$ cat config.mk
export PLATFORM = sky130hd
export DESIGN_NAME = i2c_master_transaction_engine_unit
export DESIGN_NICKNAME = d
export VERILOG_FILES = /design/src/sv/i2cm_pkg.sv /design/src/sv/i2cm_front.sv /design/src/sv/i2cm_back.sv /design/src/sv/i2c_master_transaction_engine_unit.sv
export SDC_FILE = /design/constraint.sdc
export NUM_CORES = 1
export LEC_CHECK = 0
export ABC_AREA = 1
export BUFFER_PORTS_ARGS = -buffer_cell sky130_fd_sc_hd__buf_2
export CORE_ASPECT_RATIO = 0.8
export CORE_MARGIN = 2
export CORE_UTILIZATION = 55
export CTS_BUF_LIST = sky130_fd_sc_hd__clkbuf_8 sky130_fd_sc_hd__clkbuf_16
export DETAILED_ROUTE_END_ITERATION = 7
export PLACE_DENSITY = 0.74
export SYNTH_ARGS = -nofsm -noshare
export SYNTH_HDL_FRONTEND = slang
export SYNTH_SLANG_ARGS = --single-unit
$ cat constraint.sdc
create_clock -name clk_i -period 5.1 [get_ports clk_i]
set_input_delay 0.255 -clock clk_i [delete_from_list [all_inputs] [get_ports clk_i]]
set_output_delay 0.255 -clock clk_i [all_outputs]
set_load 0.005 [all_outputs]
$ cat src/sv/i2cm_pkg.sv
// ----------------------------------------------------------------------------
// i2cm_pkg
// Shared types and constants of the i2c master transaction engine.
// ----------------------------------------------------------------------------
`default_nettype none
package i2cm_pkg;
  localparam logic [1:0] KIND_IDLE  = 2'd0;
  localparam logic [1:0] KIND_START = 2'd1;
  localparam logic [1:0] KIND_BYTE  = 2'd2;

  localparam logic [1:0] OP_WR     = 2'd0;
  localparam logic [1:0] OP_RD     = 2'd1;
  localparam logic [1:0] OP_REG_WR = 2'd2;
  localparam logic [1:0] OP_REG_RD = 2'd3;

  localparam logic [2:0] ST_OK       = 3'd0;
  localparam logic [2:0] ST_DEV_NAK  = 3'd1;
  localparam logic [2:0] ST_REG_NAK  = 3'd2;
  localparam logic [2:0] ST_DATA_NAK = 3'd3;
  localparam logic [2:0] ST_ZERO_LEN = 3'd4;

  localparam logic [15:0] QUARTER_RESET = 16'd125;

  // one input item as carried through the queue
  typedef struct packed {
    logic [1:0]  kind;
    logic [1:0]  op;
    logic [7:0]  target_addr;
    logic [7:0]  reg_addr;
    logic [15:0] length;
    logic [7:0]  write_byte;
    logic        sda_in;
  } item_t;

  // one result item
  typedef struct packed {
    logic       scl_out;
    logic       sda_out;
    logic       busy_res;
    logic       byte_request;
    logic       read_valid;
    logic [7:0] read_byte;
    logic       read_last;
    logic       done_res;
    logic [2:0] status;
  } result_t;
endpackage
`default_nettype wire

$ cat src/sv/i2cm_front.sv
// ----------------------------------------------------------------------------
// i2cm_front
// Input stage: takes items, cleans unused kind codes, two-entry queue.
// ----------------------------------------------------------------------------
`default_nettype none
module i2cm_front (
  input  wire             clk_i,
  input  wire             rst_ni,
  input  wire             in_valid_i,
  output logic            in_stall_o,
  input  i2cm_pkg::item_t in_item_i,
  output logic            q_valid_o,
  input  wire             q_pop_i,
  output i2cm_pkg::item_t q_item_o
);
  i2cm_pkg::item_t mem_q [2];
  logic rd_ptr_q, wr_ptr_q;
  logic [1:0] cnt_q;
  logic push, pop;
  i2cm_pkg::item_t cls;

  // classify: kind 3 becomes idle
  always_comb begin
    cls = in_item_i;
    if (in_item_i.kind != i2cm_pkg::KIND_START && in_item_i.kind != i2cm_pkg::KIND_BYTE)
      cls.kind = i2cm_pkg::KIND_IDLE;
  end

  assign in_stall_o = (cnt_q == 2'd2);
  assign push = in_valid_i && !in_stall_o;
  assign q_valid_o = (cnt_q != 2'd0);
  assign pop = q_valid_o && q_pop_i;
  assign q_item_o = mem_q[rd_ptr_q];

  // queue storage
  always_ff @(posedge clk_i) begin
    if (push) mem_q[wr_ptr_q] <= cls;
  end

  // queue pointers
  always_ff @(posedge clk_i or negedge rst_ni) begin
    if (!rst_ni) begin
      rd_ptr_q <= 1'b0;
      wr_ptr_q <= 1'b0;
      cnt_q    <= 2'd0;
    end else begin
      if (push) wr_ptr_q <= ~wr_ptr_q;
      if (pop) rd_ptr_q <= ~rd_ptr_q;
      cnt_q <= cnt_q + {1'b0, push} - {1'b0, pop};
    end
  end

  assert property (@(posedge clk_i) disable iff (!rst_ni) cnt_q <= 2'd2)
    else $error("queue count overflow");
  assert property (@(posedge clk_i) disable iff (!rst_ni) pop |-> cnt_q != 2'd0)
    else $error("pop from empty queue");
  assert property (@(posedge clk_i) disable iff (!rst_ni)
    (push && !pop) |=> cnt_q == $past(cnt_q) + 2'd1)
    else $error("push lost");
endmodule
`default_nettype wire

$ cat src/sv/i2cm_back.sv
// ----------------------------------------------------------------------------
// i2cm_back
// Bus sequencer: runs one step per item, output register plus skid slot.
// ----------------------------------------------------------------------------
`default_nettype none
module i2cm_back #(
  parameter int LENGTH_BITS = 16
) (
  input  wire               clk_i,
  input  wire               rst_ni,
  input  wire [15:0]        quarter_i,
  input  wire               q_valid_i,
  output logic              q_pop_o,
  input  i2cm_pkg::item_t   q_item_i,
  output logic              out_valid_o,
  input  wire               out_stall_i,
  output i2cm_pkg::result_t out_res_o
);
  typedef enum logic [4:0] {
    PH_IDLE, PH_START_HI, PH_START_SDA, PH_START_LOW, PH_TX_SETUP, PH_TX_HIGH,
    PH_TX_LOW, PH_ACK_REL, PH_ACK_HIGH, PH_WAIT_BYTE, PH_RX_LOW, PH_RX_HIGH,
    PH_M_LOW, PH_M_HIGH, PH_STOP_LOW, PH_STOP_HIGH, PH_STOP_REL
  } phase_e;
  typedef enum logic [2:0] {
    SG_DEV, SG_REG, SG_DATA_TX, SG_REREAD, SG_DATA_RX
  } stage_e;

  phase_e phase_q, phase_d;
  stage_e stage_q, stage_d;
  logic [15:0] div_q, div_d;
  logic [7:0] shift_q, shift_d, dev_q, dev_d, reg_q, reg_d;
  logic [2:0] bit_q, bit_d, pend_q, pend_d;
  logic [LENGTH_BITS-1:0] left_q, left_d, left_dec, len_in;
  logic [1:0] op_q, op_d;
  logic scl_q, scl_d, sda_q, sda_d;
  logic tick;
  logic [15:0] qp;
  logic [16:0] div_inc;
  i2cm_pkg::result_t res;
  i2cm_pkg::item_t it;
  // output register and skid slot
  logic ov_q, sk_q;
  i2cm_pkg::result_t ob_q, sk_res_q;
  logic step;

  assign it = q_item_i;
  assign step = q_valid_i && !sk_q;
  assign q_pop_o = step;
  assign qp = (quarter_i == 16'd0) ? 16'd1 : quarter_i;
  assign div_inc = {1'b0, div_q} + 17'd1;
  assign left_dec = left_q - LENGTH_BITS'(1);
  assign len_in = LENGTH_BITS'(it.length);

  // next-state of one bus step
  always_comb begin
    phase_d = phase_q; stage_d = stage_q; div_d = div_q; shift_d = shift_q;
    dev_d = dev_q; reg_d = reg_q; bit_d = bit_q; pend_d = pend_q;
    left_d = left_q; op_d = op_q; scl_d = scl_q; sda_d = sda_q;
    res = '0;
    tick = 1'b0;
    if (phase_q != PH_IDLE && phase_q != PH_WAIT_BYTE) begin
      if (div_inc >= {1'b0, qp}) begin
        div_d = 16'd0; tick = 1'b1;
      end else begin
        div_d = div_inc[15:0];
      end
    end
    unique case (phase_q)
      PH_IDLE: begin
        if (it.kind == i2cm_pkg::KIND_START) begin
          op_d = it.op; dev_d = it.target_addr; reg_d = it.reg_addr; left_d = len_in;
          if (len_in == '0) begin
            res.done_res = 1'b1; res.status = i2cm_pkg::ST_ZERO_LEN;
          end else begin
            stage_d = SG_DEV;
            shift_d = (it.op == i2cm_pkg::OP_RD) ? (it.target_addr | 8'h01)
                                                 : (it.target_addr & 8'hFE);
            phase_d = PH_START_HI; scl_d = 1'b1; sda_d = 1'b1; div_d = '0;
          end
        end
      end
      PH_START_HI: if (tick) begin
        phase_d = PH_START_SDA; scl_d = 1'b1; sda_d = 1'b0;
      end
      PH_START_SDA: if (tick) begin
        phase_d = PH_START_LOW; scl_d = 1'b0; sda_d = 1'b0;
      end
      PH_START_LOW: if (tick) begin
        bit_d = '0; phase_d = PH_TX_SETUP; scl_d = 1'b0; sda_d = shift_q[7];
      end
      PH_TX_SETUP: if (tick) begin
        phase_d = PH_TX_HIGH; scl_d = 1'b1;
      end
      PH_TX_HIGH: if (tick) begin
        phase_d = PH_TX_LOW; scl_d = 1'b0;
      end
      PH_TX_LOW: if (tick) begin
        shift_d = {shift_q[6:0], 1'b0};
        if (bit_q == 3'd7) begin
          bit_d = '0; phase_d = PH_ACK_REL; sda_d = 1'b1;
        end else begin
          bit_d = bit_q + 3'd1; phase_d = PH_TX_SETUP; sda_d = shift_q[6];
        end
      end
      PH_ACK_REL: if (tick) begin
        phase_d = PH_ACK_HIGH; scl_d = 1'b1; sda_d = 1'b1;
      end
      PH_ACK_HIGH: if (tick) begin
        scl_d = 1'b0;
        if (it.sda_in) begin
          pend_d = (stage_q == SG_DEV) ? i2cm_pkg::ST_DEV_NAK :
                   (stage_q == SG_REG) ? i2cm_pkg::ST_REG_NAK : i2cm_pkg::ST_DATA_NAK;
          phase_d = PH_STOP_LOW; sda_d = 1'b0;
        end else if (stage_q == SG_DEV) begin
          if (op_q == i2cm_pkg::OP_WR) begin
            stage_d = SG_DATA_TX; phase_d = PH_WAIT_BYTE;
          end else if (op_q == i2cm_pkg::OP_RD) begin
            stage_d = SG_DATA_RX; bit_d = '0; phase_d = PH_RX_LOW; sda_d = 1'b1;
          end else begin
            stage_d = SG_REG; shift_d = reg_q; bit_d = '0;
            phase_d = PH_TX_SETUP; sda_d = reg_q[7];
          end
        end else if (stage_q == SG_REG) begin
          if (op_q == i2cm_pkg::OP_REG_WR) begin
            stage_d = SG_DATA_TX; phase_d = PH_WAIT_BYTE;
          end else begin
            stage_d = SG_REREAD; shift_d = dev_q | 8'h01;
            phase_d = PH_START_HI; scl_d = 1'b1; sda_d = 1'b1;
          end
        end else if (stage_q == SG_DATA_TX) begin
          left_d = left_dec;
          if (left_dec == '0) begin
            pend_d = i2cm_pkg::ST_OK; phase_d = PH_STOP_LOW; sda_d = 1'b0;
          end else begin
            phase_d = PH_WAIT_BYTE;
          end
        end else begin
          stage_d = SG_DATA_RX; bit_d = '0; phase_d = PH_RX_LOW; sda_d = 1'b1;
        end
      end
      PH_WAIT_BYTE: if (it.kind == i2cm_pkg::KIND_BYTE) begin
        shift_d = it.write_byte; bit_d = '0; div_d = '0;
        phase_d = PH_TX_SETUP; scl_d = 1'b0; sda_d = it.write_byte[7];
      end
      PH_RX_LOW: if (tick) begin
        phase_d = PH_RX_HIGH; scl_d = 1'b1; sda_d = 1'b1;
      end
      PH_RX_HIGH: if (tick) begin
        shift_d = {shift_q[6:0], it.sda_in};
        scl_d = 1'b0;
        if (bit_q == 3'd7) begin
          bit_d = '0;
          res.read_valid = 1'b1;
          res.read_byte = {shift_q[6:0], it.sda_in};
          res.read_last = (left_dec == '0);
          left_d = left_dec;
          phase_d = PH_M_LOW; sda_d = (left_dec == '0);
        end else begin
          bit_d = bit_q + 3'd1; phase_d = PH_RX_LOW; sda_d = 1'b1;
        end
      end
      PH_M_LOW: if (tick) begin
        phase_d = PH_M_HIGH; scl_d = 1'b1;
      end
      PH_M_HIGH: if (tick) begin
        scl_d = 1'b0;
        if (left_q == '0) begin
          pend_d = i2cm_pkg::ST_OK; phase_d = PH_STOP_LOW; sda_d = 1'b0;
        end else begin
          phase_d = PH_RX_LOW; sda_d = 1'b1;
        end
      end
      PH_STOP_LOW: if (tick) begin
        phase_d = PH_STOP_HIGH; scl_d = 1'b1; sda_d = 1'b0;
      end
      PH_STOP_HIGH: if (tick) begin
        phase_d = PH_STOP_REL; scl_d = 1'b1; sda_d = 1'b1;
      end
      PH_STOP_REL: if (tick) begin
        res.done_res = 1'b1; res.status = pend_q;
        phase_d = PH_IDLE; scl_d = 1'b1; sda_d = 1'b1;
      end
      default: begin
        phase_d = PH_IDLE; scl_d = 1'b1; sda_d = 1'b1; div_d = '0;
      end
    endcase
    res.scl_out = scl_d;
    res.sda_out = sda_d;
    res.busy_res = (phase_d != PH_IDLE);
    res.byte_request = (phase_d == PH_WAIT_BYTE);
  end

  // sequencer state
  always_ff @(posedge clk_i or negedge rst_ni) begin
    if (!rst_ni) begin
      phase_q <= PH_IDLE; stage_q <= SG_DEV; div_q <= '0; shift_q <= '0;
      dev_q <= '0; reg_q <= '0; bit_q <= '0; pend_q <= '0; left_q <= '0;
      op_q <= '0; scl_q <= 1'b1; sda_q <= 1'b1;
    end else if (step) begin
      phase_q <= phase_d; stage_q <= stage_d; div_q <= div_d; shift_q <= shift_d;
      dev_q <= dev_d; reg_q <= reg_d; bit_q <= bit_d; pend_q <= pend_d;
      left_q <= left_d; op_q <= op_d; scl_q <= scl_d; sda_q <= sda_d;
    end
  end

  // output register with skid slot
  always_ff @(posedge clk_i or negedge rst_ni) begin
    if (!rst_ni) begin
      ov_q <= 1'b0; sk_q <= 1'b0;
    end else begin
      if (!ov_q || !out_stall_i) begin
        if (sk_q) begin
          ov_q <= 1'b1; sk_q <= step;
        end else begin
          ov_q <= step;
        end
      end else if (step) begin
        sk_q <= 1'b1;
      end
    end
  end

  always_ff @(posedge clk_i) begin
    if (!ov_q || !out_stall_i) begin
      if (sk_q) begin
        ob_q <= sk_res_q;
        if (step) sk_res_q <= res;
      end else begin
        ob_q <= res;
      end
    end else if (step) begin
      sk_res_q <= res;
    end
  end

  assign out_valid_o = ov_q;
  assign out_res_o = ob_q;

  assert property (@(posedge clk_i) disable iff (!rst_ni) sk_q |-> ov_q)
    else $error("skid slot full while output empty");
  assert property (@(posedge clk_i) disable iff (!rst_ni)
    (phase_q == PH_WAIT_BYTE) |-> (div_q == $past(div_q) || $past(phase_q) != PH_WAIT_BYTE))
    else $error("divider ran while waiting for byte");
  assert property (@(posedge clk_i) disable iff (!rst_ni)
    (phase_q == PH_IDLE) |-> (scl_q && sda_q))
    else $error("bus not released when idle");
endmodule
`default_nettype wire

$ cat src/sv/i2c_master_transaction_engine_unit.sv
// ----------------------------------------------------------------------------
// i2c_master_transaction_engine_unit
// Bit-banged i2c master running write, read, register write and register read.
// ----------------------------------------------------------------------------
// Usage: each input transfer (kind, op, addresses, length, write byte and the
// sampled sda level) advances the bus engine by one system step and yields
// exactly one result transfer with the line drive, busy, byte request, read
// data and done/status. Items enter a two-entry queue, the sequencer takes
// one per clock while its skid slot is empty and registers its result; one item
// per cycle is sustained unless the output stalls. Bus timing counts steps: each
// phase but idle and byte wait lasts quarter_i items. The quarter period register
// is written through cfg_we_i/cfg_data_i; the user must write it only while idle,
// the block does not enforce it. Reset leaves it at 125, the bus released and the
// engine idle. When the output is stalled the result is held; a skid slot and the
// queue absorb items in flight, then in_stall_o rises. Nothing is dropped.
// ----------------------------------------------------------------------------
`default_nettype none
module i2c_master_transaction_engine_unit #(
  parameter int LENGTH_BITS = 16
) (
  input  wire        clk_i,
  input  wire        rst_ni,
  input  wire        cfg_we_i,
  input  wire [15:0] cfg_data_i,
  input  wire        in_valid_i,
  output logic       in_stall_o,
  input  wire [1:0]  kind_i,
  input  wire [1:0]  op_i,
  input  wire [7:0]  target_addr_i,
  input  wire [7:0]  reg_addr_i,
  input  wire [15:0] length_i,
  input  wire [7:0]  write_byte_i,
  input  wire        sda_in_i,
  output logic       out_valid_o,
  input  wire        out_stall_i,
  output logic       scl_out_o,
  output logic       sda_out_o,
  output logic       busy_res_o,
  output logic       byte_request_o,
  output logic       read_valid_o,
  output logic [7:0] read_byte_o,
  output logic       read_last_o,
  output logic       done_res_o,
  output logic [2:0] status_o
);
  logic [15:0] quarter_q;
  i2cm_pkg::item_t in_item, q_item;
  i2cm_pkg::result_t res;
  logic q_valid, q_pop;

  // configuration register
  always_ff @(posedge clk_i or negedge rst_ni) begin
    if (!rst_ni) quarter_q <= i2cm_pkg::QUARTER_RESET;
    else if (cfg_we_i) quarter_q <= cfg_data_i;
  end

  assign in_item = '{kind: kind_i, op: op_i, target_addr: target_addr_i,
                     reg_addr: reg_addr_i, length: length_i,
                     write_byte: write_byte_i, sda_in: sda_in_i};

  i2cm_front u_front (
    .clk_i(clk_i), .rst_ni(rst_ni), .in_valid_i(in_valid_i), .in_stall_o(in_stall_o),
    .in_item_i(in_item), .q_valid_o(q_valid), .q_pop_i(q_pop), .q_item_o(q_item)
  );

  i2cm_back #(.LENGTH_BITS(LENGTH_BITS)) u_back (
    .clk_i(clk_i), .rst_ni(rst_ni), .quarter_i(quarter_q), .q_valid_i(q_valid),
    .q_pop_o(q_pop), .q_item_i(q_item), .out_valid_o(out_valid_o),
    .out_stall_i(out_stall_i), .out_res_o(res)
  );

  assign scl_out_o = res.scl_out;
  assign sda_out_o = res.sda_out;
  assign busy_res_o = res.busy_res;
  assign byte_request_o = res.byte_request;
  assign read_valid_o = res.read_valid;
  assign read_byte_o = res.read_byte;
  assign read_last_o = res.read_last;
  assign done_res_o = res.done_res;
  assign status_o = res.status;
endmodule
`default_nettype wire
==> flow_metrics.env <==
export IMPL_outcome="completed"
export IMPL_crit_type="flip-flop to flip-flop"
export IMPL_slowest_delay_ps=400
export IMPL_cts_buffers=23
export IMPL_slew_headroom=0.4322
export IMPL_leakage_nw=5.933
export IMPL_synth_flop_cell="edfxtp_1"
export IMPL_finalClockSkew_ps=18.90
export IMPL_cts_root_buf="clkbuf_16"
export IMPL_critPathArrivalTime_ps=4600
export IMPL_max_freq_mhz=230.4
export IMPL_start_util=0.5636
export IMPL_rows=46
export IMPL_die_h_um=131.8
export IMPL_yosysWarnings=0
export IMPL_path_delay_family="simple AND/OR/NAND/NOR gates"
export IMPL_seq_area_um2=6086
export IMPL_avgSynthCellArea_um2=8.993
export IMPL_setup_viol=0
export IMPL_rr_worst_depth=27
export IMPL_ys_ff_latch=218
export IMPL_nFillCells=1616
export IMPL_antenna_found_initial=0
export IMPL_grt_pass1_wl_um=43020
export IMPL_path_buf_inv=4
export IMPL_vias=8977
export IMPL_finalWorstSetupSlack_ps=760.0
export IMPL_clk_pin_slew_ps=60
export IMPL_viasPerCell=5.379
export IMPL_finalCriticalPeriod_ps=4340
export IMPL_crit_path_end="u_back.out_res_o[15]"
export IMPL_port_buffers=84
export IMPL_worst_pin_slew_ps=849.0
export IMPL_ys_types=60
export IMPL_crit_path_start="u_back.div_q[0]"
export IMPL_drt_iter0_markers=750
export IMPL_dieWidth_um=163.7
export IMPL_reg2reg_to="u_back.out_res_o[15]"
export IMPL_drive_gt1_frac=0.1530
export IMPL_routed_wl_um=26350
export IMPL_fin_nets=1477
export IMPL_cts_buffer_depth=3
export IMPL_async_reset_ff_frac=0.4312
export IMPL_final_hold_worst_slack_ps=60.80
export IMPL_reg2reg_from="u_back.div_q[0]"
export IMPL_grt_usage=0.2480
export IMPL_synth_edf_count=124
export IMPL_crit_path_max_fanout=24
export IMPL_slowest_stage="dfrtp_1"
export IMPL_grt_max_degree=64
export IMPL_rrSetupSlack_ps=760
export IMPL_power_density_nw_per_um2=560.8
export IMPL_drtAntennaViolNets=0
export IMPL_post_dp_cell_area_um2=11860
export IMPL_gp_congestion=0.9219
export IMPL_hold_class="input pin to flip-flop"
export IMPL_firstDrtPassIters=5
export IMPL_cp_num_cells=27
export IMPL_critPathRequiredTime_ps=5360
export IMPL_place_ws_ps=799.5
export IMPL_syn_inst=1248
export IMPL_ctsHtreeMaxLevel=1
export IMPL_layout_common_cells="324 x nand2_1, 143 x nor2_1, 139 x inv_1"
export IMPL_cp_start_kind="flip-flop"
export IMPL_crit_top_cell="nand2_1"
export IMPL_die_area_um2=21570
export IMPL_diodes=0
export IMPL_yosysSeqAreaShare=0.5423
export IMPL_cts_resized=0
export IMPL_drt_wirelength_per_cell_um=15.79
export IMPL_period_share=0.8510
export IMPL_ios=86
export IMPL_multiInputGateArea_um2=4375
export IMPL_hpwl_um=17600
export IMPL_area_growth_pct=17.39
export IMPL_core_um2=19910
export IMPL_worst_setup_path_end_kind="flip-flop"
export IMPL_stdcell_area_um2=13180
export IMPL_mappedNetlistNets=1337
export IMPL_cts_tree="built"
export IMPL_maxSlewViolCount=0
export IMPL_final_common_cell="nand2_1"
export IMPL_netlist_area_um2=11220
export IMPL_clock_sinks=218
export IMPL_rsz0062_at_grt="no"
export IMPL_grt_ovfl_total=0
export IMPL_route_detailed_drc=0
export IMPL_peakVddDrop_uv=407.5
export IMPL_finalHoldViolCount=0
export IMPL_totalNegativeSetupSlack_ps=0
export IMPL_grt_pass1_vias=8468
export IMPL_drv_cap=0
export IMPL_clk_latency_ps=520
where the power goes:
part	switching, W	internal, W
combinational	0.00211	0.000965
clock	0.000685	0.000898
sequential	0.000271	0.00246
routing by layer:
| metal | up-vias | global-route usage | part of all wire | wire, µm |
|---|---|---|---|---|
| met1 | 4220 | 0.3821 | 0.49 | 12870 |
| met2 | 279 | 0.3791 | 0.44 | 11510 |
| li1 | 4444 | - | - | - |
| met4 | 0 | 0.05556 | 0.017 | 448 |
| met3 | 34 | 0.03020 | 0.058 | 1527 |
| met5 | - | 0 | 0 | 0 |
synth_stat cells, types with 8 or more instances:
library cell	n	share of area
a21oi_1	22	0.0098
nor2_1	145	0.048
or2_2	14	0.0078
nand4_1	21	0.012
nand3_1	36	0.016
edfxtp_1	124	0.33
inv_1	134	0.045
ha_1	23	0.026
o21ai_1	27	0.012
dfrtp_1	86	0.19
o211ai_1	24	0.016
o21ai_0	76	0.034
dfstp_2	8	0.019
nor3_1	12	0.0054
clkbuf_1	21	0.0070
o2111ai_1	9	0.0070
xor2_1	15	0.012
inv_2	18	0.0060
nor2_2	12	0.0067
nand2_1	324	0.11
o31ai_1	9	0.0060
cell type report:
type | count | share of cell area
Sequential cell | 218 | 0.4619
Clock buffer | 27 | 0.04872
Inverter | 155 | 0.04416
Clock inverter | 15 | 0.005983
Multi-Input combinational cell | 838 | 0.3321
Tap cell | 264 | 0.02507
Timing Repair Buffer | 152 | 0.08205
cell families (layout without fill, tap and decap cells):
| group | after synthesis | after routing | share of synthesized area |
|---|---|---|---|
| compound gates | 203 | 203 | 0.1155 |
| xor+xnor | 16 | 16 | 0.01249 |
| fa+ha+maj | 23 | 23 | 0.02564 |
| buf+inv | 192 | 349 | 0.06956 |
| flops | 218 | 218 | 0.5423 |
| mux | 3 | 3 | 0.002676 |
| simple gates | 593 | 593 | 0.2319 |
flip-flops by register name (all words and copies together) (netlist names), 2 cells and up:
signal	count
u_back.bit_q	3
u_back.dev_q	7
u_front.cnt_q	2
u_back.reg_q	8
u_back.phase_q	5
u_back.stage_q	3
quarter_q	16
u_back.shift_q	8
u_back.out_res_o	18
u_back.pend_q	2
u_back.div_q	16
u_front.mem_q	88
u_back.sk_res_q	18
u_back.left_q	16
u_back.op_q	2
repair_timing:
| action | CTS | global route |
|---|---|---|
| hold endpoints to repair | 131 | 0 |
| hold buffers | 59 | 0 |
| endpoints found under the setup margin | 0 | 0 |
| setup buffers | 0 | 0 |
how the worst min path moves through the flow:
stage	from	to	slack, ps	cells past startpoint
final	kind_i[1]	u_front.mem_q[1][43]	60	2
after global routing	kind_i[1]	u_front.mem_q[0][43]	70	2
after CTS	kind_i[0]	u_front.mem_q[1][44]	30	2
after detailed placement	rst_ni	quarter_q[1]	220	1
after global placement	rst_ni	quarter_q[1]	210	1
after floorplan	rst_ni	quarter_q[10]	-40	0
per-stage QoR:
step / std cells / power (W) / utilization
2_1_floorplan: 1248 / 0.005009 / -
3_3_place_gp: 1568 / 0.005680 / 0.5958
3_5_place_dp: 1568 / 0.005755 / 0.5958
4_1_cts: 1669 / 0.007378 / 0.6616
5_1_grt: 1669 / 0.007920 / 0.6616
6_report: 1669 / 0.007389 / 0.6616
Power figures use the tool's default switching activity.
